<file path="src/rtl/ubdc_pkg.sv">
// Shared constants, types and the divider-code table for the baud divisor calculator.
package ubdc_pkg;

    localparam int unsigned INCREMENT_MAX = 65535;
    localparam int unsigned DW            = 64;    // divider operand width
    localparam int unsigned CW            = 7;     // divider step counter width

    typedef logic [DW-1:0] t_word;

    // Divider request from the sequencer
    typedef struct packed {
        logic  start;
        t_word dividend;
        t_word divisor;
    } t_div_req;

    // Divider response back to the sequencer
    typedef struct packed {
        logic  done;
        t_word quot;
        t_word rem_v;
    } t_div_rsp;

    // Dividers 1..7 map to codes 5,4,3,2,1,0,6; anything else reads as 5
    function automatic logic [2:0] div_code(input logic [2:0] d);
        logic [2:0] c;
        begin
            case (d)
                3'd1:    c = 3'd5;
                3'd2:    c = 3'd4;
                3'd3:    c = 3'd3;
                3'd4:    c = 3'd2;
                3'd5:    c = 3'd1;
                3'd6:    c = 3'd0;
                3'd7:    c = 3'd6;
                default: c = 3'd5;
            endcase
            return c;
        end
    endfunction

endpackage

</file>
<file path="src/rtl/ubdc_div.sv">
// Radix-2 restoring divider, one quotient bit per cycle.
module ubdc_div import ubdc_pkg::*; (
    input  logic     i_clk,
    input  logic     i_rst_n,
    input  t_div_req i_req,
    output t_div_rsp o_rsp
);

    logic          r_busy, n_busy;
    logic          r_done, n_done;
    logic [CW-1:0] r_cnt, n_cnt;
    t_word         r_q, n_q;
    t_word         r_r, n_r;
    t_word         r_d, n_d;
    logic [DW:0]   w_sh;
    logic [DW:0]   w_sub;

    assign w_sh  = {r_r, r_q[DW-1]};
    assign w_sub = w_sh - {1'b0, r_d};

    always_comb begin
        n_busy = r_busy;
        n_done = 1'b0;
        n_cnt  = r_cnt;
        n_q    = r_q;
        n_r    = r_r;
        n_d    = r_d;
        if (i_req.start) begin
            n_busy = 1'b1;
            n_cnt  = '0;
            n_q    = i_req.dividend;
            n_r    = '0;
            n_d    = i_req.divisor;
        end else if (r_busy) begin
            if (!w_sub[DW]) begin
                n_r = w_sub[DW-1:0];
                n_q = {r_q[DW-2:0], 1'b1};
            end else begin
                n_r = w_sh[DW-1:0];
                n_q = {r_q[DW-2:0], 1'b0};
            end
            n_cnt = r_cnt + 1'b1;
            if (r_cnt == CW'(DW-1)) begin
                n_busy = 1'b0;
                n_done = 1'b1;
            end
        end
    end

    always_ff @(posedge i_clk) begin
        if (!i_rst_n) begin
            r_busy <= 1'b0;
            r_done <= 1'b0;
            r_cnt  <= '0;
        end else begin
            r_busy <= n_busy;
            r_done <= n_done;
            r_cnt  <= n_cnt;
        end
        r_q <= n_q;
        r_r <= n_r;
        r_d <= n_d;
    end

    assign o_rsp.done  = r_done;
    assign o_rsp.quot  = r_q;
    assign o_rsp.rem_v = r_r;

    a_done_after_busy: assert property (@(posedge i_clk) disable iff (!i_rst_n)
        r_done |-> $past(r_busy))
        else $error("divider done without busy");
    a_no_done_busy: assert property (@(posedge i_clk) disable iff (!i_rst_n)
        r_done |-> !r_busy)
        else $error("divider done while busy");
    a_cnt_idle: assert property (@(posedge i_clk) disable iff (!i_rst_n)
        (!r_busy && !i_req.start) |=> !r_busy)
        else $error("divider started on its own");

endmodule

</file>
<file path="src/rtl/ubdc_seq.sv">
// Sequencer: GCD loops, scaling and error test over the shared divider.
module ubdc_seq import ubdc_pkg::*; (
    input  logic        i_clk,
    input  logic        i_rst_n,
    input  logic [31:0] i_clk_hz,
    input  logic        i_go,
    input  logic [23:0] i_baud,
    output logic        o_busy,
    output logic        o_fin,
    output logic        o_ok,
    output logic [2:0]  o_code,
    output logic [15:0] o_inc,
    output logic [15:0] o_mod,
    output t_div_req    o_req,
    input  t_div_rsp    i_rsp
);

    localparam logic [4:0] S_IDLE  = 5'd0;
    localparam logic [4:0] S_G1    = 5'd1;   // euclid step 1
    localparam logic [4:0] S_N1    = 5'd2;   // num = clk / g
    localparam logic [4:0] S_D1    = 5'd3;   // den = 16b / g
    localparam logic [4:0] S_M     = 5'd4;   // m = (num-1)/(7*lim) + 1
    localparam logic [4:0] S_NN    = 5'd5;   // n = (den-1)/lim + 1
    localparam logic [4:0] S_SN    = 5'd6;   // num /= f
    localparam logic [4:0] S_SD    = 5'd7;   // den /= f
    localparam logic [4:0] S_DV    = 5'd8;   // divider = (num-1)/lim + 1
    localparam logic [4:0] S_G2    = 5'd9;
    localparam logic [4:0] S_N2    = 5'd10;  // tnum
    localparam logic [4:0] S_D2    = 5'd11;  // tden
    localparam logic [4:0] S_MUL   = 5'd12;  // tnum*den
    localparam logic [4:0] S_ACH   = 5'd13;  // achieved
    localparam logic [4:0] S_MODV  = 5'd14;  // num / divider
    localparam logic [4:0] S_THR   = 5'd15;  // baud / 100
    localparam logic [4:0] S_DONE  = 5'd16;

    localparam t_word LIM  = t_word'(INCREMENT_MAX);
    localparam t_word LIM7 = t_word'(INCREMENT_MAX * 7);

    logic [4:0]  r_st, n_st;
    logic        r_wait, n_wait;
    t_word       r_a, n_a, r_b, n_b, r_g, n_g;
    t_word       r_num, n_num, r_den, n_den, r_x, n_x, r_y, n_y;
    logic [2:0]  r_dv, n_dv;
    logic        r_ok, n_ok;
    logic [15:0] r_inc, n_inc, r_mod, n_mod;
    logic        r_fin, n_fin;
    logic [31:0] r_mul_a, n_mul_a;   // multiply operand, low half of tnum
    t_word       w_b16, w_diff, w_ach;
    logic [63:0] w_prod;

    assign w_b16 = {36'd0, i_baud, 4'd0};
    assign w_prod = r_mul_a * r_den[31:0];

    always_comb begin
        n_st = r_st; n_wait = 1'b0; n_a = r_a; n_b = r_b; n_g = r_g;
        n_num = r_num; n_den = r_den; n_x = r_x; n_y = r_y; n_dv = r_dv;
        n_ok = r_ok; n_inc = r_inc; n_mod = r_mod; n_fin = 1'b0; n_mul_a = r_mul_a;
        o_req = '0;
        w_ach = '0; w_diff = '0;
        case (r_st)
            S_IDLE: begin
                if (i_go) begin
                    if (i_baud == '0 || i_clk_hz == '0) begin
                        // divider 6 encodes as 0, so every field reads zero
                        n_ok = 1'b0; n_dv = 3'd6; n_inc = '0; n_mod = '0;
                        n_st = S_DONE;
                    end else begin
                        n_a = {32'd0, i_clk_hz}; n_b = w_b16; n_st = S_G1;
                    end
                end
            end
            S_G1, S_G2: begin
                if (!r_wait) begin
                    if (r_b == '0) begin
                        n_g = r_a;
                        n_wait = 1'b1;
                        o_req.start = 1'b1; o_req.dividend = {32'd0, i_clk_hz};
                        o_req.divisor = r_a;
                        n_st = (r_st == S_G1) ? S_N1 : S_N2;
                    end else begin
                        o_req.start = 1'b1; o_req.dividend = r_a; o_req.divisor = r_b;
                        n_wait = 1'b1;
                    end
                end else if (i_rsp.done) begin
                    n_a = r_b; n_b = i_rsp.rem_v;
                end else n_wait = 1'b1;
            end
            default: begin
                if (r_wait && !i_rsp.done) n_wait = 1'b1;
                else if (r_wait || r_st == S_DONE || r_st == S_MUL) begin
                    case (r_st)
                        S_N1: begin
                            n_num = i_rsp.quot; n_wait = 1'b1;
                            o_req.start = 1'b1; o_req.dividend = w_b16; o_req.divisor = r_g;
                            n_st = S_D1;
                        end
                        S_D1: begin
                            n_den = i_rsp.quot;
                            if (r_num > LIM7 || i_rsp.quot > LIM) begin
                                n_wait = 1'b1; o_req.start = 1'b1;
                                o_req.dividend = r_num - 1'b1; o_req.divisor = LIM7;
                                n_st = S_M;
                            end else begin
                                n_wait = 1'b1; o_req.start = 1'b1;
                                o_req.dividend = r_num - 1'b1; o_req.divisor = LIM;
                                n_st = S_DV;
                            end
                        end
                        S_M: begin
                            n_x = i_rsp.quot + 1'b1; n_wait = 1'b1; o_req.start = 1'b1;
                            o_req.dividend = r_den - 1'b1; o_req.divisor = LIM;
                            n_st = S_NN;
                        end
                        S_NN: begin
                            n_y = i_rsp.quot + 1'b1;
                            if (n_y > r_x) n_x = n_y;
                            n_wait = 1'b1; o_req.start = 1'b1;
                            o_req.dividend = r_num; o_req.divisor = n_x;
                            n_st = S_SN;
                        end
                        S_SN: begin
                            n_num = (i_rsp.quot == '0) ? t_word'(1) : i_rsp.quot;
                            n_wait = 1'b1; o_req.start = 1'b1;
                            o_req.dividend = r_den; o_req.divisor = r_x;
                            n_st = S_SD;
                        end
                        S_SD: begin
                            n_den = (i_rsp.quot == '0) ? t_word'(1) : i_rsp.quot;
                            n_wait = 1'b1; o_req.start = 1'b1;
                            o_req.dividend = r_num - 1'b1; o_req.divisor = LIM;
                            n_st = S_DV;
                        end
                        S_DV: begin
                            n_dv = i_rsp.quot[2:0] + 3'd1;
                            n_a = {32'd0, i_clk_hz}; n_b = {r_num[59:0], 4'd0};
                            n_st = S_G2;
                        end
                        S_N2: begin
                            n_mul_a = i_rsp.quot[31:0]; n_wait = 1'b1; o_req.start = 1'b1;
                            o_req.dividend = {r_num[59:0], 4'd0}; o_req.divisor = r_g;
                            n_st = S_D2;
                        end
                        S_D2: begin
                            n_y = i_rsp.quot; n_st = S_MUL;
                        end
                        S_MUL: begin
                            n_x = w_prod; n_st = S_ACH; n_wait = 1'b1;
                            o_req.start = 1'b1; o_req.dividend = w_prod; o_req.divisor = r_y;
                        end
                        S_ACH: begin
                            w_ach = i_rsp.quot;
                            w_diff = (w_ach >= {40'd0, i_baud}) ? w_ach - {40'd0, i_baud}
                                                               : {40'd0, i_baud} - w_ach;
                            n_x = w_diff; n_wait = 1'b1; o_req.start = 1'b1;
                            o_req.dividend = r_num; o_req.divisor = {61'd0, r_dv};
                            n_st = S_MODV;
                        end
                        S_MODV: begin
                            n_mod = i_rsp.quot[15:0] - 16'd1;
                            n_inc = r_den[15:0] - 16'd1;
                            n_wait = 1'b1; o_req.start = 1'b1;
                            o_req.dividend = {40'd0, i_baud}; o_req.divisor = t_word'(100);
                            n_st = S_THR;
                        end
                        S_THR: begin
                            n_ok = r_x < (i_rsp.quot * 3);
                            n_st = S_DONE;
                        end
                        S_DONE: begin
                            n_fin = 1'b1; n_st = S_IDLE;
                        end
                        default: n_st = S_IDLE;
                    endcase
                end
            end
        endcase
    end

    always_ff @(posedge i_clk) begin
        if (!i_rst_n) begin
            r_st <= S_IDLE; r_wait <= 1'b0; r_fin <= 1'b0;
        end else begin
            r_st <= n_st; r_wait <= n_wait; r_fin <= n_fin;
        end
        r_a <= n_a; r_b <= n_b; r_g <= n_g; r_num <= n_num; r_den <= n_den;
        r_x <= n_x; r_y <= n_y; r_dv <= n_dv; r_ok <= n_ok;
        r_inc <= n_inc; r_mod <= n_mod; r_mul_a <= n_mul_a;
    end

    assign o_busy = (r_st != S_IDLE);
    assign o_fin  = r_fin;
    assign o_ok   = r_ok;
    assign o_code = div_code(r_dv);
    assign o_inc  = r_inc;
    assign o_mod  = r_mod;

    a_go_idle: assert property (@(posedge i_clk) disable iff (!i_rst_n)
        (r_st == S_IDLE && i_go) |=> r_st != S_IDLE)
        else $error("go ignored");
    a_fin_from_done: assert property (@(posedge i_clk) disable iff (!i_rst_n)
        r_fin |-> $past(r_st) == S_DONE)
        else $error("finish out of sequence");
    a_start_waits: assert property (@(posedge i_clk) disable iff (!i_rst_n)
        o_req.start |-> (!r_wait || i_rsp.done))
        else $error("divider restarted while waiting");

endmodule

</file>
<file path="src/rtl/uart_baud_divisor_calc.sv">
// Top level: fractional UART baud divisor calculator.
// Each word runs two Euclid loops of up to about 47 steps each plus eight to twelve other
// divisions on the shared divider (a zero baud rate or zero clock skips them all).
// Throughput: one word at a time; a word is taken only when the sequencer is idle and
// no result is waiting or landing. The 64-bit restoring divider sets how long a word takes.
// Reset (synchronous, i_rst_n low): source clock register back to 80 MHz, sequencer
// idle, no result pending.
module uart_baud_divisor_calc import ubdc_pkg::*; (
    input  logic        i_clk,
    input  logic        i_rst_n,
    input  logic        i_cfg_we,
    input  logic [31:0] i_cfg_wdata,
    input  logic        i_valid,
    output logic        o_stall,
    input  logic [23:0] i_baud_rate,
    output logic        o_valid,
    input  logic        i_stall,
    output logic        o_settings_valid,
    output logic [2:0]  o_ref_div_code,
    output logic [15:0] o_bin_increment,
    output logic [15:0] o_bin_modulus
);

    logic [31:0] r_clk_hz;
    logic [23:0] r_baud;
    logic        r_ovld;
    logic        w_go, w_busy, w_fin, w_ok;
    logic [2:0]  w_code;
    logic [15:0] w_inc, w_mod;
    t_div_req    w_req;
    t_div_rsp    w_rsp;

    // take a word only when the sequencer is idle and no result is waiting or landing
    assign o_stall = w_busy || r_ovld || w_fin;
    assign w_go    = i_valid && !o_stall;

    always_ff @(posedge i_clk) begin
        if (!i_rst_n) begin
            r_clk_hz <= 32'd80000000;
            r_ovld   <= 1'b0;
        end else begin
            if (i_cfg_we) r_clk_hz <= i_cfg_wdata;
            if (w_fin) r_ovld <= 1'b1;
            else if (r_ovld && !i_stall) r_ovld <= 1'b0;
        end
        if (w_go) r_baud <= i_baud_rate;
    end

    ubdc_seq u_seq (
        .i_clk(i_clk), .i_rst_n(i_rst_n), .i_clk_hz(r_clk_hz),
        .i_go(w_go), .i_baud(w_go ? i_baud_rate : r_baud),
        .o_busy(w_busy), .o_fin(w_fin), .o_ok(w_ok), .o_code(w_code),
        .o_inc(w_inc), .o_mod(w_mod), .o_req(w_req), .i_rsp(w_rsp)
    );

    ubdc_div u_div (
        .i_clk(i_clk), .i_rst_n(i_rst_n), .i_req(w_req), .o_rsp(w_rsp)
    );

    // sequencer holds its outputs until the next word starts
    assign o_valid          = r_ovld;
    assign o_settings_valid = w_ok;
    assign o_ref_div_code   = w_code;
    assign o_bin_increment  = w_inc;
    assign o_bin_modulus    = w_mod;

    a_no_accept_pending: assert property (@(posedge i_clk) disable iff (!i_rst_n)
        r_ovld |-> !w_go)
        else $error("word taken with result pending");
    a_fin_sets_valid: assert property (@(posedge i_clk) disable iff (!i_rst_n)
        w_fin |=> r_ovld)
        else $error("result lost");
    a_go_busy: assert property (@(posedge i_clk) disable iff (!i_rst_n)
        w_go |=> (w_busy || r_ovld))
        else $error("accepted word dropped");

endmodule

</file>
<file path="config.mk">
export PLATFORM = sky130hd
export DESIGN_NAME = uart_baud_divisor_calc
export DESIGN_NICKNAME = d
export VERILOG_FILES = /design/src/rtl/ubdc_pkg.sv /design/src/rtl/ubdc_div.sv /design/src/rtl/ubdc_seq.sv /design/src/rtl/uart_baud_divisor_calc.sv
export SDC_FILE = /design/constraint.sdc
export NUM_CORES = 2
export LEC_CHECK = 0
export ABC_CLOCK_PERIOD_IN_PS = 13800
export BUFFER_PORTS_ARGS = -buffer_cell sky130_fd_sc_hd__buf_2
export CORE_ASPECT_RATIO = 1.25
export CORE_MARGIN = 2
export CORE_UTILIZATION = 50
export DETAILED_ROUTE_END_ITERATION = 6
export PLACE_DENSITY_LB_ADDON = 0.3
export SYNTH_ARGS = -nofsm -noshare
export SYNTH_HDL_FRONTEND = slang
export SYNTH_SLANG_ARGS = --single-unit
</file>
<file path="constraint.sdc">
create_clock -name i_clk -period 13.8 [get_ports i_clk]
set_clock_uncertainty 0.1 [all_clocks]
set_input_delay 0.69 -clock i_clk [delete_from_list [all_inputs] [get_ports i_clk]]
set_output_delay 0.69 -clock i_clk [all_outputs]
set_load 0.01 [all_outputs]
</file>
==> impl_metrics.ini <==
[clock_network]
h-tree-depth = 3
ctsHoldBuffers = 0
postCtsResizedCells = 0
cts_sinks = 781
cts_setup_buffers = 0
numCtsBuffers = 92
clock-root-buffer = clkbuf_16
clk_pin_slew_worst_paths_ns = 0.07
cts_tree = built
clk_path_buf_depth = 3
clock_latency_ns = 0.78

[timing]
fin_crit_sh_pct = 72.41
hold-worst-slack_ns = 0.05369
tns_ns = 0
rsz0062_at_grt = false
maxSlewViolCount = 0
relSlewSlack_pct = 0.7254
setup_viol = 0
hold_viol = 0
min_period_ns = 9.993
max_freq_mhz = 100.1
worst_pin_slew_ns = 1.477

[synthesis]
synth_top_flop_cell = edfxtp_1
ys_ff_latch = 781
async_flop_share_pct = 0
synth_edf_count = 644
synth_cells = 9561
syn_area_mm2 = 0.08760
seq_area_frac_synth_pct = 25.21
syn-mean-instance-area_um2 = 9.163
ys_warn_count = 0
synth_cell_type_count = 103
synth_nets = 11150

[finish]
final_util_pct = 53.78
syn_to_final_growth_pct = 6.793
final_cell_mix = inv_1, nand2_1, fa_1, edfxtp_1, ha_1
layout_commonest_cell = inv_1
drive_gt1_share_pct = 5.788
final_cells = 11750
layout.nets = 10910

[pwr]
sequentialPowerShare_pct = 24.9
p_leak_nw = 40.02
cellPowerDensity_mw_per_mm2 = 185.5
switching_share_pct = 50.61
power.net_switching_mw = 8.786
power_mw = 17.36
p_int_mw = 8.573
ir_drop_v = 0.0001866
power_frac_comb_pct = 59.5
p_clk_share_pct = 15.7

[drt]
ant_nets = 0
vias_per_cell = 6.521
drcViolationCount = 136
drtIter0Drc = 11040
wl_per_cell_um = 31.37
vias = 76620
drt-pass1-iter-count = 7
wl_um = 368600

[floorplan]
start_util_pct = 50.36
die_area_mm2 = 0.1786
ios = 99
coreArea_mm2 = 0.1739
die_y_um = 472.0
die_w_um = 378.4
rows = 171

[job]
drv_cap = 2

[placed_design]
hpwl_um = 279600
dp.cells = 11560
gp_congestion = 1.047
io_buffers = 98

[grt]
grt_pass1_vias = 76560
grt_pass1_wl_um = 537100
grt_max_degree = 83
grt_util_all_layers_pct = 41.41
gr-total-overflow = 0
antenna_found_initial = 26

[critical_path]
critical_path_peak_fanout = 38
end_kind = flop
crit_type = reg -> reg
crit_path_start_kind = flop
crit_required_ns = 14.17
worstPathArrival_ns = 10.36

[min_path]
hold_path.class = in -> reg

[run_status]
violations = design-rule violations, max-capacitance violations
status = finished, violations left
[power groups by stage]
| stage | Clock, mW | Combinational (mW) | Sequential, mW |
|---|---|---|---|
| final | 2.72 | 10.3 | 4.31 |
| after global routing | 2.79 | 10.9 | 4.32 |
| after CTS | 2.70 | 9.88 | 4.25 |
| after detailed placement | 0 | 9.81 | 4.30 |
| after global placement | 0 | 9.74 | 4.29 |
| after floorplan | 0 | 6.58 | 3.89 |
[per-stage QoR]
step / setup WS (ns) / cell area (um^2)
2_1_floorplan: 1.261 / 87600
3_3_place_gp: 4.277 / 90230
3_5_place_dp: 4.252 / 90230
4_1_cts: 4.263 / 93470
5_1_grt: 3.595 / 93520
6_report: 3.807 / 93550
[path summary, 6_finish.rpt]
check                                startpoint       endpoint  slack (ns)  cells after the start
worst min register to register    u_seq.r_a[28]  u_seq.r_g[28]        0.36                      0
worst min-delay path            i_cfg_wdata[13]   r_clk_hz[13]        0.05                      3
worst max register to register     u_div.r_q[0]  u_div.r_d[63]        3.81                     23
worst max-delay path               u_div.r_q[0]  u_div.r_d[63]        3.81                     23
[per-layer routing]
metal / global-route usage (%) / wire length [um]
met1: 49.85 / 129700
met3: 10.96 / 41230
met2: 62.75 / 161200
met5: 0.3281 / 92
met4: 32.59 / 36400
[synthesized netlist by cell type, types with 183 or more instances]
master	number	share of area, %
a21oi_1	552	3.2
and2_1	615	4.4
clkbuf_1	554	2.4
edfxtp_1	644	22
fa_1	900	21
ha_1	632	9.0
inv_1	1127	4.8
mux2i_1	183	2.1
nand2_1	1043	4.5
nor2_1	490	2.1
o21ai_0	430	2.5
xnor2_1	371	3.7
[cell families after synthesis]
group,Yosys count,synth area share (%)
AND/OR/NAND/NOR,2908,16.37
AO/OA/AOI/OAI,1885,13.95
buffers and inverters,1761,7.641
adder cells (fa/ha/maj),1533,29.60
flip-flops,781,25.21
XOR/XNOR,498,4.987
multiplexers,195,2.245
[critical path: stages (launching register included)]
cell	delay, ns
edfxtp_1	0.71
ha_1	0.46
and4_1	0.53
nand4_4	0.23
nor3_4	0.41
nand4_4	0.23
nor3_4	0.42
and4_1	0.48
and3_1	0.34
nand3_1	0.16
xnor2_1	0.22
inv_1	0.11
ha_1	0.29
nand4_1	0.17
nor4_2	0.97
nand2_1	0.10
nor4b_1	0.56
nor2b_1	0.10
a2bb2oi_1	0.18
o31a_2	0.58
buf_4	0.71
a211oi_1	0.24
nor2b_1	1.07
o22ai_1	0.20
[final cells by class]
class	instances	area, um^2
repair buffers	281	1892
fillers	15880	80390
clock buffers	121	2514
well taps	2335	2922
flip-flops and latches	781	22080
clock inverters	52	725.7
inverters	1145	4300
diodes	17	42.54
multi-input cells	7019	59070
[state kept, by name, indices dropped and copies added, names as in the netlist, 3 cells and up]
register,count
u_div.r_d,64
u_div.r_q,64
u_div.r_r,64
u_seq.r_a,64
u_seq.r_b,64
u_seq.r_den,64
u_seq.r_g,64
u_seq.r_num,64
u_seq.r_x,64
u_seq.r_y,64
r_clk_hz,32
u_seq.r_mul_a,32
r_baud,24
u_seq.o_inc,16
u_seq.o_mod,16
u_div.r_cnt,7
u_seq.r_st,5
u_seq.r_dv,3
No activity file was read; power rests on OpenSTA's default activity.
